[src/mik_wheel.sv]
`default_nettype none
module mik_wheel (
  input  wire logic               clk,
  input  wire logic signed [33:0] lin,
  input  wire logic        [15:0] inv,
  output      logic signed [23:0] wheel
);
  logic signed [33:0] lin_r;
  logic signed [51:0] prod;
  logic signed [29:0] rnd;
  logic signed [23:0] wheel_nxt;

  always_comb begin
    prod = lin_r * $signed({1'b0, inv});
    rnd = 30'((prod + 52'sd2097152) >>> 22);
    if (rnd > 30'sd8388607) wheel_nxt = 24'sh7FFFFF;
    else if (rnd < -30'sd8388608) wheel_nxt = 24'sh800000;
    else wheel_nxt = rnd[23:0];
  end

  always_ff @(posedge clk) begin
    lin_r <= lin;
    wheel <= wheel_nxt;
  end
endmodule
`default_nettype wire

[config.mk]
export PLATFORM = sky130hd
export DESIGN_NAME = mik_wheel
export DESIGN_NICKNAME = d
export VERILOG_FILES = /design/src/mik_wheel.sv
export SDC_FILE = /design/constraint.sdc
export NUM_CORES = 1
export LEC_CHECK = 0
export ABC_AREA = 1
export ABC_CLOCK_PERIOD_IN_PS = 7900
export CAP_MARGIN = 20
export CORE_MARGIN = 5
export CORE_UTILIZATION = 40
export CTS_CLUSTER_SIZE = 40
export DETAILED_ROUTE_END_ITERATION = 16
export DONT_BUFFER_PORTS = 1
export GPL_TIMING_DRIVEN = 0
export SLEW_MARGIN = 20
export SYNTH_ARGS = -nofsm -noshare
export SYNTH_HDL_FRONTEND = slang
export SYNTH_SLANG_ARGS = --single-unit
[constraint.sdc]
create_clock -name clk -period 7.9 [get_ports clk]
set_input_delay 1.58 -clock clk [delete_from_list [all_inputs] [get_ports clk]]
set_output_delay 1.58 -clock clk [all_outputs]
set_load 0.03 [all_outputs]
==> results of run 1 <==
-- registers in the layout, indices dropped and copies added, names as in the netlist --
| signal | cells |
|---|---|
| lin_r | 34 |
| wheel | 24 |
-- synth_stat cells, types with 3 or more instances --
library cell     n
xor2_1          12
a21oi_1         52
nand3_1         32
o21ai_0         13
a31oi_1          3
fa_1           520
nor3_2           4
buf_6            4
o21bai_1         9
inv_2            8
nor3_1           5
nand2_2         14
inv_1         1066
nor2_2          15
xnor2_1         16
nand4_1          4
nand2_1        851
clkbuf_1       129
dfxtp_1         58
nor2_1          76
ha_1           149
-- repair_timing --
action	4_1_cts	5_1_grt
hold buffers	0	0
pin swaps	0	10
gates resized for setup	33	108
setup buffers	0	10
setup endpoints to repair	24	23
-- worst max-delay path: cells and delay by family --
| family | cells | cell delay [ns] |
|---|---|---|
| adder cells (fa/ha/maj) | 7 | 3.15 |
| buffers and inverters | 7 | 1.56 |
| AND/OR/NAND/NOR | 15 | 1.56 |
-- worst max path at each step --
stage,startpoint,to,slack (ns),cells after the start
2_1_floorplan,inv[4],wheel[10]$_SDFF_PN1_,0.58,31
3_3_place_gp,inv[7],wheel[20]$_SDFF_PN1_,-1.11,29
3_5_place_dp,inv[7],wheel[20]$_SDFF_PN1_,-1.06,29
4_1_cts,inv[0],wheel[20]$_SDFF_PN1_,0.0003,30
5_1_grt,inv[4],wheel[20]$_SDFF_PN1_,-0.01,31
6_report,inv[15],wheel[20]$_SDFF_PN1_,0.27,29
-- metal layers --
metal | up-vias | wire, um | track usage
met3 | 105 | 5740 | 0.0485
met2 | 619 | 32700 | 0.399
met5 | - | 0 | 0
li1 | 8316 | - | -
met4 | 0 | 2220 | 0.0661
met1 | 8746 | 27200 | 0.300
-- final cells by class --
cell class | instances | area, um^2
Fill cell | 5947 | 32100
Multi-Input combinational cell | 1787 | 17000
Inverter | 1074 | 4040
Sequential cell | 58 | 1160
Tap cell | 756 | 946
Buffer | 134 | 647
Clock buffer | 11 | 233
Timing Repair Buffer | 10 | 75.1
Clock inverter | 5 | 53.8
-- cells by family (layout without fill, tap and decap cells) --
| family | count (synthesis) | count (layout) |
|---|---|---|
| fa+ha+maj | 669 | 669 |
| buf+inv | 1208 | 1234 |
| flops | 58 | 58 |
| simple gates | 1009 | 1009 |
| xor+xnor | 28 | 28 |
| compound gates | 81 | 81 |
-- per-stage QoR --
step | instance area (um^2) | cells | setup TNS [ns] | util
floorplan | 22700 | 3053 | 0 | -
global placement | 23600 | 3809 | -25.06 | 0.420
detailed placement | 23600 | 3809 | -23.98 | 0.420
CTS | 24000 | 3825 | 0 | 0.426
global route | 24200 | 3835 | -0.0123 | 0.430
finish | 24200 | 3835 | 0 | 0.430
==> out/metrics.cfg, run 1 <==
[outcome]
status = complete, no violations

[place]
place.gp.congestion = 0.931
post-place-ws_ns = -1.06
port_buffers = 0
dp_hpwl_mm = 57.5

[floorplan]
rows = 87
die_area_um2 = 61500
fp.dieH_um = 248
pin_count = 75
core-area_um2 = 56300
start_util = 0.403
fp.dieW_um = 248

[grt]
grt_pass1_wl_mm = 107
overflow = 0
antenna_found_initial = 2
grt_max_degree = 11
grt_pass1_vias = 18920
track_usage = 0.233

[setup_path]
timing.rr.start = lin_r[14]$_DFF_P_
critPathMostFrequentCell = nand2_1
reg2reg_depth = 29
startpoint_type = input port
ff2ff_setup_slack_ns = 0.77
reg2reg_to = wheel[20]$_SDFF_PN1_
cp.arrival_ns = 7.89
cp_max_fo = 10
cp-end-kind = flip-flop
path_class = in2reg
cpMaxStageDelayCell = clkbuf_1
cp_slowest_stage_delay_ns = 0.66
required_ns = 8.16

[route]
detail-route-antenna-nets = 0
vias_per_cell = 4.64
drt-initial-drc-count = 1465
drc = 0
wl_per_cell_um = 17.7
num_vias = 17786
drt_wl_total_mm = 67.9
firstDrtPassIters = 6

[worst_hold_path]
min_to = lin_r[16]$_DFF_P_
min_from = lin[16]
whs_path_depth = 0
hold_path_class = in2reg

[timing]
fmax_mhz = 131
post-route-period-util = 0.966
setup_ws_ns = 0.266
final-hold-violation-count = 0
maxSlewViolCount = 0
tightest_slew_ns = 1.02
slew_headroom = 0.323
finalHoldWorstSlack_ns = 1.21
fin_worst_skew_ns = 0.0232
min_period_ns = 7.63
setup_violations = 0

[clock_network]
root_buffer = clkbuf_16
worst_skew_pair.late_latency_ns = 0.38
clkSinkCount = 58
cts_tree = yes
clockBufferDepth = 2
cts_htree_levels = 3
numCtsBuffers = 9
cts.clk_slew.worst_paths_ns = 0.07

[cells_and_area]
area_growth_syn_to_layout_pct = 6.67
layout_commonest_cell = inv_1
diodes = 0
drive_gt1_frac = 0.0474
fin_nets = 3794
mostFrequentLayoutCells = 1,065 x inv_1, 850 x nand2_1, 516 x fa_1

[synthesis]
synth_fp_nets = 3773
synth-compound-area-share = 0.0195
synthMuxAreaShare = 0
synth_adder_area_share = 0.541
yosys_warnings = 0
synth_cell_types = 34
syn-instance-count = 3053
synth_edf_count = 0
synthArstFlopShare = 0
yosysSeqAreaShare = 0.0512
yosysTopAreaCellShare = 0.459
synthTopCellsByArea = fa_1 46%, inv_1 18%, nand2_1 14%, ha_1 8.2%, dfxtp_1 5.1%
synth_top_family_by_area = adder cells
yosys.area.top_type = fa_1
yosys.area_share.simple = 0.176
syn_avg_cell_area_um2 = 7.43
yosys_most_used_dff = dfxtp_1
ys_ff_latch = 58
synth-xor-area-share = 0.0108
synth_area_um2 = 22700

[run]
maxCapViolations = 0

Power of run 1 is left out: the tool's default activity adds up to more than one toggle a clock period on the data nets, which glitch-free logic cannot reach.
==> run 2: changes to the inputs <==
- CORE_UTILIZATION: 40 -> 28
==> out/metrics.cfg, run 2 (synthesis gave the netlist of run 1 again) <==
[route]
vias_per_cell = 4.35
drc = 0
wl_per_cell_um = 16.8
drt-initial-drc-count = 1304
num_vias = 17978
detail-route-antenna-nets = 0
firstDrtPassIters = 8
drt_wl_total_mm = 69.4

[cells_and_area]
fin_nets = 3785
diodes = 0
largest_reg_flops = 34
top_register = lin_r
ff_latch_area_um2 = 1160
reg.largest.list = lin_r (34), wheel (24)
nFillCells = 8808
mostFrequentLayoutCells = 1,064 x inv_1, 851 x nand2_1, 518 x fa_1
drive_gt1_frac = 0.0430
fin_util = 0.304
layout_commonest_cell = inv_1
area_growth_syn_to_layout_pct = 7.90
multi_input_area_um2 = 17000

[setup_path]
timing.rr.start = lin_r[12]$_DFF_P_
ff2ff_setup_slack_ns = 0.84
path_class = in2reg
cp_slowest_stage_delay_ns = 0.61
cp.arrival_ns = 8.02
cpMaxStageDelayCell = fa_1
reg2reg_depth = 29
reg2reg_to = wheel[5]$_SDFF_PN1_
critPathMostFrequentCell = nand2_1
required_ns = 8.17
cp_max_fo = 10
startpoint_type = input port
cp-end-kind = flip-flop

[grt]
grtUsageMet3 = 0.0491
use_met1 = 0.204
gr-max-usage-layer = met2
grt_pass1_vias = 19090
antenna_found_initial = 11
overflow = 0
grt_use_met2 = 0.270
grt_pass1_wl_mm = 108
grt_max_degree = 11
track_usage = 0.165

[floorplan]
core-area_um2 = 80400
die_area_um2 = 86800
rows = 104
start_util = 0.282
fp.dieH_um = 295
fp.dieW_um = 295
pin_count = 75

[timing]
final-hold-violation-count = 0
maxSlewViolCount = 0
slew_headroom = 0.335
min_period_ns = 7.75
setup_violations = 0
post-route-period-util = 0.981
setup_tns_ns = 0
fmax_mhz = 129
tightest_slew_ns = 0.998
fin_worst_skew_ns = 0.0170

[clock_network]
clkSinkCount = 58
cts_tree = yes
worst_skew_pair.late_latency_ns = 0.39
numCtsBuffers = 9
cts_htree_levels = 3
root_buffer = clkbuf_16
clockBufferDepth = 2
cts.clk_slew.worst_paths_ns = 0.07

[place]
place.gp.congestion = 0.919
dp_hpwl_mm = 59.3
port_buffers = 0

[worst_hold_path]
hold_path_class = in2reg
min_to = lin_r[16]$_DFF_P_
whs_path_depth = 0
min_from = lin[16]

[run]
maxCapViolations = 0

[outcome]
status = complete, no violations

## run 2: cell types whose count changed in the layout (fill, tap and decap cells not counted), moves of 2 or more
cell / before / now
fa_2: 4 / 2
clkbuf_4: 7 / 4
ha_1: 144 / 148
buf_4: 11 / 2
fa_1: 516 / 518
clkbuf_2: 44 / 49
clkinv_2: 3 / 0
clkbuf_8: 0 / 3
ha_4: 4 / 1
## run 2: final cells by class
class                           count  share of cell area
Inverter                         1074               0.165
Buffer                            134              0.0257
Clock inverter                      3             0.00189
Clock buffer                       13              0.0110
Sequential cell                    58              0.0475
Tap cell                         1060              0.0542
Multi-Input combinational cell   1787               0.694
Timing Repair Buffer                1            0.000307
## run 2: per-layer routing
metal	vias up	part of all wire
met2	695	0.46
met3	196	0.095
met4	0	0.050
met5	-	0
met1	8783	0.40
li1	8304	-
## run 2: worst max path at each step
stage | start | endpoint | slack, ns | depth (start not counted)
6_report | inv[3] | wheel[5]$_SDFF_PN1_ | 0.15 | 29
5_1_grt | inv[2] | wheel[20]$_SDFF_PN1_ | -0.0005 | 29
4_1_cts | inv[4] | wheel[20]$_SDFF_PN1_ | 0.008 | 31
3_5_place_dp | inv[7] | wheel[5]$_SDFF_PN1_ | -0.97 | 29
3_3_place_gp | inv[4] | wheel[21]$_SDFF_PN1_ | -0.99 | 31
2_1_floorplan | inv[4] | wheel[10]$_SDFF_PN1_ | 0.58 | 31
## run 2: timing repair
item,4_1_cts,5_1_grt
resized for setup,33,85
buffers inserted,0,1
hold buffers,0,0
pin swaps,0,3
endpoints found under the setup margin,23,23
## run 2: critical path, delay by kind of cell
family | cells | cell delay, ns
buf+inv | 7 | 1.23
simple gates | 15 | 1.63
fa+ha+maj | 7 | 3.54
## run 2: stage by stage
step	hold slack [ns]	setup slack [ns]	instance area, um^2	instances
2_1_floorplan	1.04	0.581	22700	3053
3_3_place_gp	1.36	-0.986	24000	4113
3_5_place_dp	1.36	-0.970	24000	4113
4_1_cts	1.18	0.00824	24400	4129
5_1_grt	1.19	-0.000542	24500	4130
6_report	1.21	0.150	24500	4130
Power of run 2 is left out for the same reason.
