$ cat src/mik_pkg.sv
`default_nettype none
package mik_pkg;

  localparam int unsigned CordicStages = 16;
  localparam int unsigned ZW = 26;
  localparam int unsigned XW = 28;
  localparam logic [16:0] InvGain = 17'd39797;

  typedef enum logic [2:0] {
    REG_FRAME_MODE     = 3'd0,
    REG_MAX_SPEED      = 3'd1,
    REG_MAX_YAW_RATE   = 3'd2,
    REG_HALF_LENGTH    = 3'd3,
    REG_HALF_WIDTH     = 3'd4,
    REG_INVERSE_RADIUS = 3'd5
  } reg_idx_t;

  typedef struct packed {
    logic signed [XW-1:0] x;
    logic signed [XW-1:0] y;
    logic signed [ZW-1:0] z;
    logic signed [15:0]   w;
    logic                 rot;
    logic signed [15:0]   vx;
    logic signed [15:0]   vy;
  } cordic_t;

  function automatic logic signed [ZW-1:0] atan_turn(input logic [3:0] i);
    logic signed [ZW-1:0] a;
    a = '0;
    case (i)
      4'd0:  a = 26'sd2097152;
      4'd1:  a = 26'sd1238021;
      4'd2:  a = 26'sd654136;
      4'd3:  a = 26'sd332050;
      4'd4:  a = 26'sd166669;
      4'd5:  a = 26'sd83416;
      4'd6:  a = 26'sd41718;
      4'd7:  a = 26'sd20860;
      4'd8:  a = 26'sd10430;
      4'd9:  a = 26'sd5215;
      4'd10: a = 26'sd2608;
      4'd11: a = 26'sd1304;
      4'd12: a = 26'sd652;
      4'd13: a = 26'sd326;
      4'd14: a = 26'sd163;
      4'd15: a = 26'sd81;
      default: a = '0;
    endcase
    return a;
  endfunction

endpackage
`default_nettype wire

$ cat src/mik_cell.sv
`default_nettype none
module mik_cell #(
  parameter logic [3:0] STAGE = 4'd0
) (
  input  wire logic            clk,
  input  wire logic            v_in,
  input  wire mik_pkg::cordic_t d_in,
  output      logic            v_out,
  output      mik_pkg::cordic_t d_out,
  input  wire logic            rst_n
);
  import mik_pkg::*;

  cordic_t d_nxt;
  logic signed [XW-1:0] dx, dy;

  always_comb begin
    dx = d_in.y >>> STAGE;
    dy = d_in.x >>> STAGE;
    d_nxt = d_in;
    if (!d_in.z[ZW-1]) begin
      d_nxt.x = d_in.x - dx;
      d_nxt.y = d_in.y + dy;
      d_nxt.z = d_in.z - atan_turn(STAGE);
    end else begin
      d_nxt.x = d_in.x + dx;
      d_nxt.y = d_in.y - dy;
      d_nxt.z = d_in.z + atan_turn(STAGE);
    end
  end

  always_ff @(posedge clk) begin
    if (!rst_n) v_out <= 1'b0;
    else v_out <= v_in;
    d_out <= d_nxt;
  end
endmodule
`default_nettype wire

$ cat config.mk
export PLATFORM = sky130hd
export DESIGN_NAME = mik_cell
export DESIGN_NICKNAME = d
export VERILOG_FILES = /design/src/mik_pkg.sv /design/src/mik_cell.sv
export SDC_FILE = /design/constraint.sdc
export NUM_CORES = 1
export LEC_CHECK = 0
export BUFFER_PORTS_ARGS = -buffer_cell sky130_fd_sc_hd__buf_2
export CORE_MARGIN = 3
export CORE_UTILIZATION = 52
export CTS_BUF_LIST = sky130_fd_sc_hd__clkbuf_4
export DETAILED_ROUTE_END_ITERATION = 10
export PLACE_DENSITY = 0.95
export SYNTH_ARGS = -nofsm -noshare
export SYNTH_HDL_FRONTEND = slang
export SYNTH_SLANG_ARGS = --single-unit
$ cat constraint.sdc
create_clock -name clk -period 4.4 [get_ports clk]
set_clock_uncertainty 0.2 [all_clocks]
set_input_delay 1.1 -clock clk [delete_from_list [all_inputs] [get_ports clk]]
set_output_delay 1.1 -clock clk [all_outputs]
set_load 0.05 [all_outputs]
==> results.md, run 1 <==
* Outcome: finished clean
* CTS Buffer Depth at 2
* Fmax achieved at 274.0 MHz
* GRT Resource Usage Total at 31.14%
* Post-Place Cells at 1287
* Mapped Cells at 864
* H-tree Lvls at 4
* Seq/Total Area, Yosys at 34.96%
* Setup crit start kind: input pin
* Final hold violations at 0
* Max-Cap Viols at 0
* CTS sink cnt at 131
* Total gr overflow at 0
* Critical Path Sink Type: flip-flop
* Die Area at 15900 µm²
* Post-CTS sizing at 0
* Asr flop ratio synth at 0%
* Final Instance Area at 9359 µm²
* Worst min-delay path class: input pin to flip-flop
* Synth warn at 0
* Netlist Area Pre-Place at 7501 µm²
* Synth top area share at 34.96%
* Area Overhead vs Synth at 24.77%
* Initial drt markers at 866
* Worst hold slack at 0.4512 ns
* CORE AREA at 13990 µm²
* Critical Path AT at 3.88 ns
* Initial antenna violation count at 1
* Max IR drop VDD at 0.0001880 V
* Site row count at 43
* Share of layout cells above drive strength 1 at 28.88%
* Family with the most delay on the worst path: compound AO/OA/AOI/OAI gates
* Die X at 126.1 µm
* Slew Viols, Final at 0
* Number of port buffers at 265
* Final core utilization at 66.91%
* Post-DP Area at 9020 µm²
* Via density at 5.816
* Worst-path clk slew at 0.12 ns
* Synth cell types at 72
* Hold-fix buffer count after cts at 0
* Post-CTS Setup Bufs at 0
* Most frequent cells in the layout: buf_2 (265), dfxtp_1 (131), ha_1 (84)
* Power density over the cells at 424.1 nW/µm²
* Setup_tns at 0 ns
* Initial Util at 53.62%
* Final #Nets at 1348
* Top_reg_cell synth: dfxtp_1
* Syn nets at 1086
* IO Pins at 266
* Post-layout min period at 3.649 ns
* CTS tree: yes
* Buf/Inv on CP at 2
* Cell with the most instances on the worst path: a21oi_1
* Worst stage delay on the critical path at 0.46 ns
* Largest net degree at the start of global routing at 52
* Commonest non-fill, non-tap cell in the layout: buf_2
* DRC violation count after routing at 0
* Final setup violation count at 0
* Post-Route WL at 25.60 mm
* Number of flops mapped to enable cells by yosys at 0
* Die H at 126.1 µm
* Root buf cell: clkbuf_4
* Post-DRT Antenna Nets at 0
* Global-route wire length before repair at 39.48 mm
* Slew HR at 53.40%
* Crit Path Class: input pin to flip-flop
* RSZ-0062 raised after global routing: false
* CP max stage cell: or4_1
* Drt first pass iters at 6
* Final non-filler cell total at 1320
* Vias in the first global route at 7276
* Syn Area/Cell at 8.682 µm²
* CTS Buf Count at 17
* Placer Congestion at 1.015
* Detailed Place HPWL at 20.59 mm
* Via count at 7677
* Leak at 4.644 nW
* Crit path cell chain: buf_2 > ha_1 > inv_1 > fa_1 > o21ba_1 > or4_1 > a21oi_1 > a21oi_2 > o31ai_1 > a311o_1 > a21oi_1 > xnor2_1
* Period utilization at 82.93%
* Routed len/inst at 19.39 µm
* Flops & latches, synth at 131
* Largest cells by area after synthesis: dfxtp_1 (35%), ha_1 (14%), xnor2_1 (6.0%), a21oi_1 (5.1%), inv_1 (3.6%)
* Dominant cell type by area after synthesis: dfxtp_1
* CP Max Fanout at 5
* Worst Tran Pin Value at 0.6944 ns
* Worst Path Required at 4.63 ns
[where the power goes]
| group | internal [mW] | switching (mW) | total [mW] | leakage, nW |
|---|---|---|---|---|
| Clock | 0.467 | 0.483 | 0.951 | 0.181 |
| Sequential | 1.35 | 0.0534 | 1.40 | 1.11 |
| Combinational | 0.446 | 1.17 | 1.62 | 3.36 |
| Total | 2.26 | 1.71 | 3.97 | 4.64 |
[metal layers]
layer | track usage, % | wire length [µm] | share of wire, % | vias to the layer above
li1 | - | - | - | 3568
met1 | 41.61 | 10460 | 41 | 3534
met2 | 48.14 | 11540 | 45 | 503
met3 | 7.082 | 2523 | 9.9 | 72
met4 | 13.94 | 1063 | 4.2 | 0
met5 | 0 | 0 | 0 | -
[path summary, 6_finish.rpt]
kind                  startpoint    endpoint  slack, ns  cells after the start
worst min-delay path    d_in[42]   d_out[42]       0.45                      1
worst max-delay path   d_in[103]  d_out[101]       0.75                     12
[synthesized netlist by cell type (4+ instances only)]
library cell and instances:
nor2b_1 6, a211o_1 6, and2_1 4, o211ai_1 5, a21oi_1 77, nor4_1 13, xor2_1 4, buf_1 8
o21bai_1 8, a221oi_1 5, o21ai_0 36, nand2b_1 6, nand3b_1 5, dfxtp_1 131, fa_1 4, xnor2_1 51
o21a_1 8, ha_1 84, nand2_1 37, inv_1 71, buf_2 5, a211oi_1 7, a22oi_1 5, a221o_1 5
inv_2 12, a21o_1 21, a31oi_1 11, o21ai_1 18, or3_1 5, nand4_1 4, o31a_1 6, o31ai_1 12
nor2_1 60, mux2i_1 10, clkbuf_1 24, nand3_1 13, nor3_1 19, and3_1 4
[cell families after synthesis]
logic type      Yosys count  synth area share, %
xor+xnor                 55                6.422
mux                      11                1.485
flops                   131                34.96
compound gates          267                23.29
simple gates            191                12.58
buf+inv                 121                6.189
fa+ha+maj                88                15.08
[state kept, by name, indices dropped and copies added, names as in the netlist]
| register | flops |
|---|---|
| d_out | 130 |
| v_out | 1 |
[area by class of cell]
type                       count  area [µm²]
tap                          180       225.2
clock inverter                14       201.4
fill                        1204        4629
clock buffer                  18       135.1
timing repair buffer         281        1446
inverter                      83       311.5
sequential                   131        2623
antenna                        1       2.502
multi-input combinational    612        4414
[through the flow]
| step | total power, mW | setup WS (ns) |
|---|---|---|
| 2_1_floorplan | 2.566 | 0.7516 |
| 3_3_place_gp | 2.993 | 0.3398 |
| 3_5_place_dp | 3.017 | 0.2284 |
| 4_1_cts | 3.955 | 0.8331 |
| 5_1_grt | 4.125 | 0.5421 |
| 6_report | 3.969 | 0.7510 |
No activity file was read; power rests on OpenSTA's default activity.
==> run 2: changes to the inputs <==
clock period = 3.53 ns   (was 4.4 ns; I/O delays follow)
==> run 2 against run 1 <==
Setup slack lost 0.49 ns. Die area is the same. Global-route usage grew 1.8 points. Largest cell class unchanged. Largest power group unchanged. Highest routed layer unchanged.
==> results.md, run 2 (synthesis results as in run 1) <==
* Outcome: finished clean
* Largest regs: d_out x130, v_out x1
* Hold-fix buffer count after cts at 0 (unchanged)
* Worst stage delay on the critical path at 0.46 ns (about the same)
* Drt first pass iters at 5 (-1)
* Setup crit start kind: input pin
* Die X at 126.1 µm (unchanged)
* Routed len/inst at 19.32 µm (-0.36%)
* Worst hold slack at 0.2338 ns (-0.2174 ns)
* Fmax achieved at 306.3 MHz
* Initial Util at 53.62% (unchanged)
* GRT Resource Usage Total at 32.94% (+1.8 points)
* Power density over the cells at 499.1 nW/µm² (+18%)
* Critical Path Sink Type: flip-flop
* DRC violation count after routing at 0 (unchanged)
* Sw Share at 43.30% (+0.31 points)
* Stages on the worst setup path at 13 (+1)
* Period utilization at 92.47%
* Total power at 5.027 mW (+27%)
* Comb pwr share at 43.1% (+2.4 points)
* Most frequent cells in the layout: buf_2 (265), dfxtp_1 (131), buf_4 (115)
* CP max stage cell: or4_1
* Reg power frac at 35.1% (-0.3 points)
* Initial drt markers at 1063 (+23%)
* Setup_tns at 0 ns (unchanged)
* Internal power at 2.851 mW (+26%)
* Critical Path AT at 3.55 ns (-0.33 ns)
* Global-route wire length before repair at 41.68 mm (+5.6%)
* Reg with most FFs: d_out
* Die H at 126.1 µm (unchanged)
* Final hold violations at 0 (unchanged)
* H-tree Lvls at 4 (unchanged)
* Largest net degree at the start of global routing at 58 (+12%)
* CTS Buf Count at 17 (unchanged)
* CP Max Fanout at 3 (-2)
* Final #Nets at 1447 (+7.3%)
* Leak at 5.103 nW (+9.9%)
* Slew Viols, Final at 0 (unchanged)
* Via density at 5.746 (-1.2%)
* Root buf cell: clkbuf_4
* RSZ-0062 raised after global routing: false
* Share of layout cells above drive strength 1 at 34.57% (+5.7 points)
* Clock power frac at 21.9% (-2.0 points)
* Detailed Place HPWL at 22.34 mm (+8.5%)
* Crit Path Class: input pin to flip-flop
* Site row count at 43 (unchanged)
* Hold Crit Depth at 1 (unchanged)
* Total gr overflow at 0 (unchanged)
* Sw Pwr at 2.177 mW (+28%)
* Family with the most delay on the worst path: compound AO/OA/AOI/OAI gates
* Die Area at 15900 µm² (unchanged)
* Max-Cap Viols at 0 (unchanged)
* Post-layout min period at 3.264 ns
* Vias in the first global route at 7862 (+8.1%)
* Final setup violation count at 0 (unchanged)
* Worst-path clk slew at 0.13 ns (about the same)
* CTS sink cnt at 131 (unchanged)
* Max IR drop VDD at 0.0002326 V (+24%)
* CTS Buffer Depth at 2 (unchanged)
* CORE AREA at 13990 µm² (unchanged)
* Number of port buffers at 265 (unchanged)
* CTS tree: yes
* Layout fillers at 1122 (-6.8%)
* Post-CTS sizing at 0 (unchanged)
* Via count at 8154 (+6.2%)
* Initial antenna violation count at 1 (unchanged)
* Post-Route WL at 27.42 mm (+7.1%)
* Worst Path Required at 3.81 ns (-0.82 ns)
* Worst Tran Pin Value at 0.7715 ns (+0.07717 ns)
* Crit path cell chain: buf_2 > ha_1 > inv_1 > fa_1 > o21ba_1 > or4_1 > a21oi_1 > buf_4 > a221oi_1 > nor2_1 > a31oi_1 > mux2i_1 > xnor2_1
* Slew HR at 48.25% (-5.1 points)
* Area Overhead vs Synth at 34.30%
* Placer Congestion at 1.008 (-0.71%)
* Commonest non-fill, non-tap cell in the layout: buf_2
* Post-DRT Antenna Nets at 0 (unchanged)
* Max FFs per register at 130 (unchanged)
* Worst min-delay path class: input pin to flip-flop
* Post-CTS Setup Bufs at 0 (unchanged)
* Buf/Inv on CP at 3 (+1)
* IO Pins at 266 (unchanged)
[run 2: cell count changes in the layout (fill, tap and decap cells not counted)]
| cell | before | now |
|---|---|---|
| bufinv_16 | 4 | 3 |
| inv_8 | 1 | 0 |
| clkinv_4 | 4 | 3 |
| clkinvlp_4 | 0 | 2 |
| buf_4 | 16 | 115 |
| inv_6 | 3 | 4 |
| clkinv_2 | 1 | 2 |
| clkbuf_4 | 18 | 17 |
[run 2: worst paths after layout]
kind | startpoint | end | slack [ns]
worst max-delay path | d_in[103] | d_out[123] | 0.27
worst min-delay path | d_in[19] | d_out[19] | 0.23
[run 2: layout make-up]
type	instances	area, µm²	area share (%)
clock inverters	15	180.2	1.789
repair buffers	380	2190	21.74
multi-input cells	612	4414	43.82
flip-flops and latches	131	2623	26.03
well taps	180	225.2	2.236
diodes	1	2.502	0.02484
clock buffers	17	127.6	1.267
inverters	83	311.5	3.093
[run 2: power groups by stage]
stage / combinational (mW) / clock, mW / sequential, mW
final: 2.17 / 1.10 / 1.76
after global routing: 2.27 / 1.17 / 1.77
after CTS: 2.13 / 1.11 / 1.76
after detailed placement: 2.13 / 0 / 1.79
after global placement: 2.10 / 0 / 1.78
after floorplan: 0.704 / 0 / 2.49
[run 2: metal layers]
layer  share of wire, %  vias to the layer above  track usage (%)
li1                   -                     3767                -
met3                 11                       75            8.227
met1                 40                     3753            42.80
met5                  0                        -                0
met2                 45                      559            52.64
met4                3.9                        0            13.19
[run 2: metrics by stage]
step	setup WS, ns	instance area [µm²]	utilization [%]	instances
after floorplan	0.09910	7501	-	864
after global placement	-0.1982	9763	69.79	1386
after detailed placement	-0.2409	9763	69.79	1386
after CTS	0.3342	10070	71.99	1418
after global routing	0.1141	10070	72.01	1419
final	0.2657	10070	72.01	1419
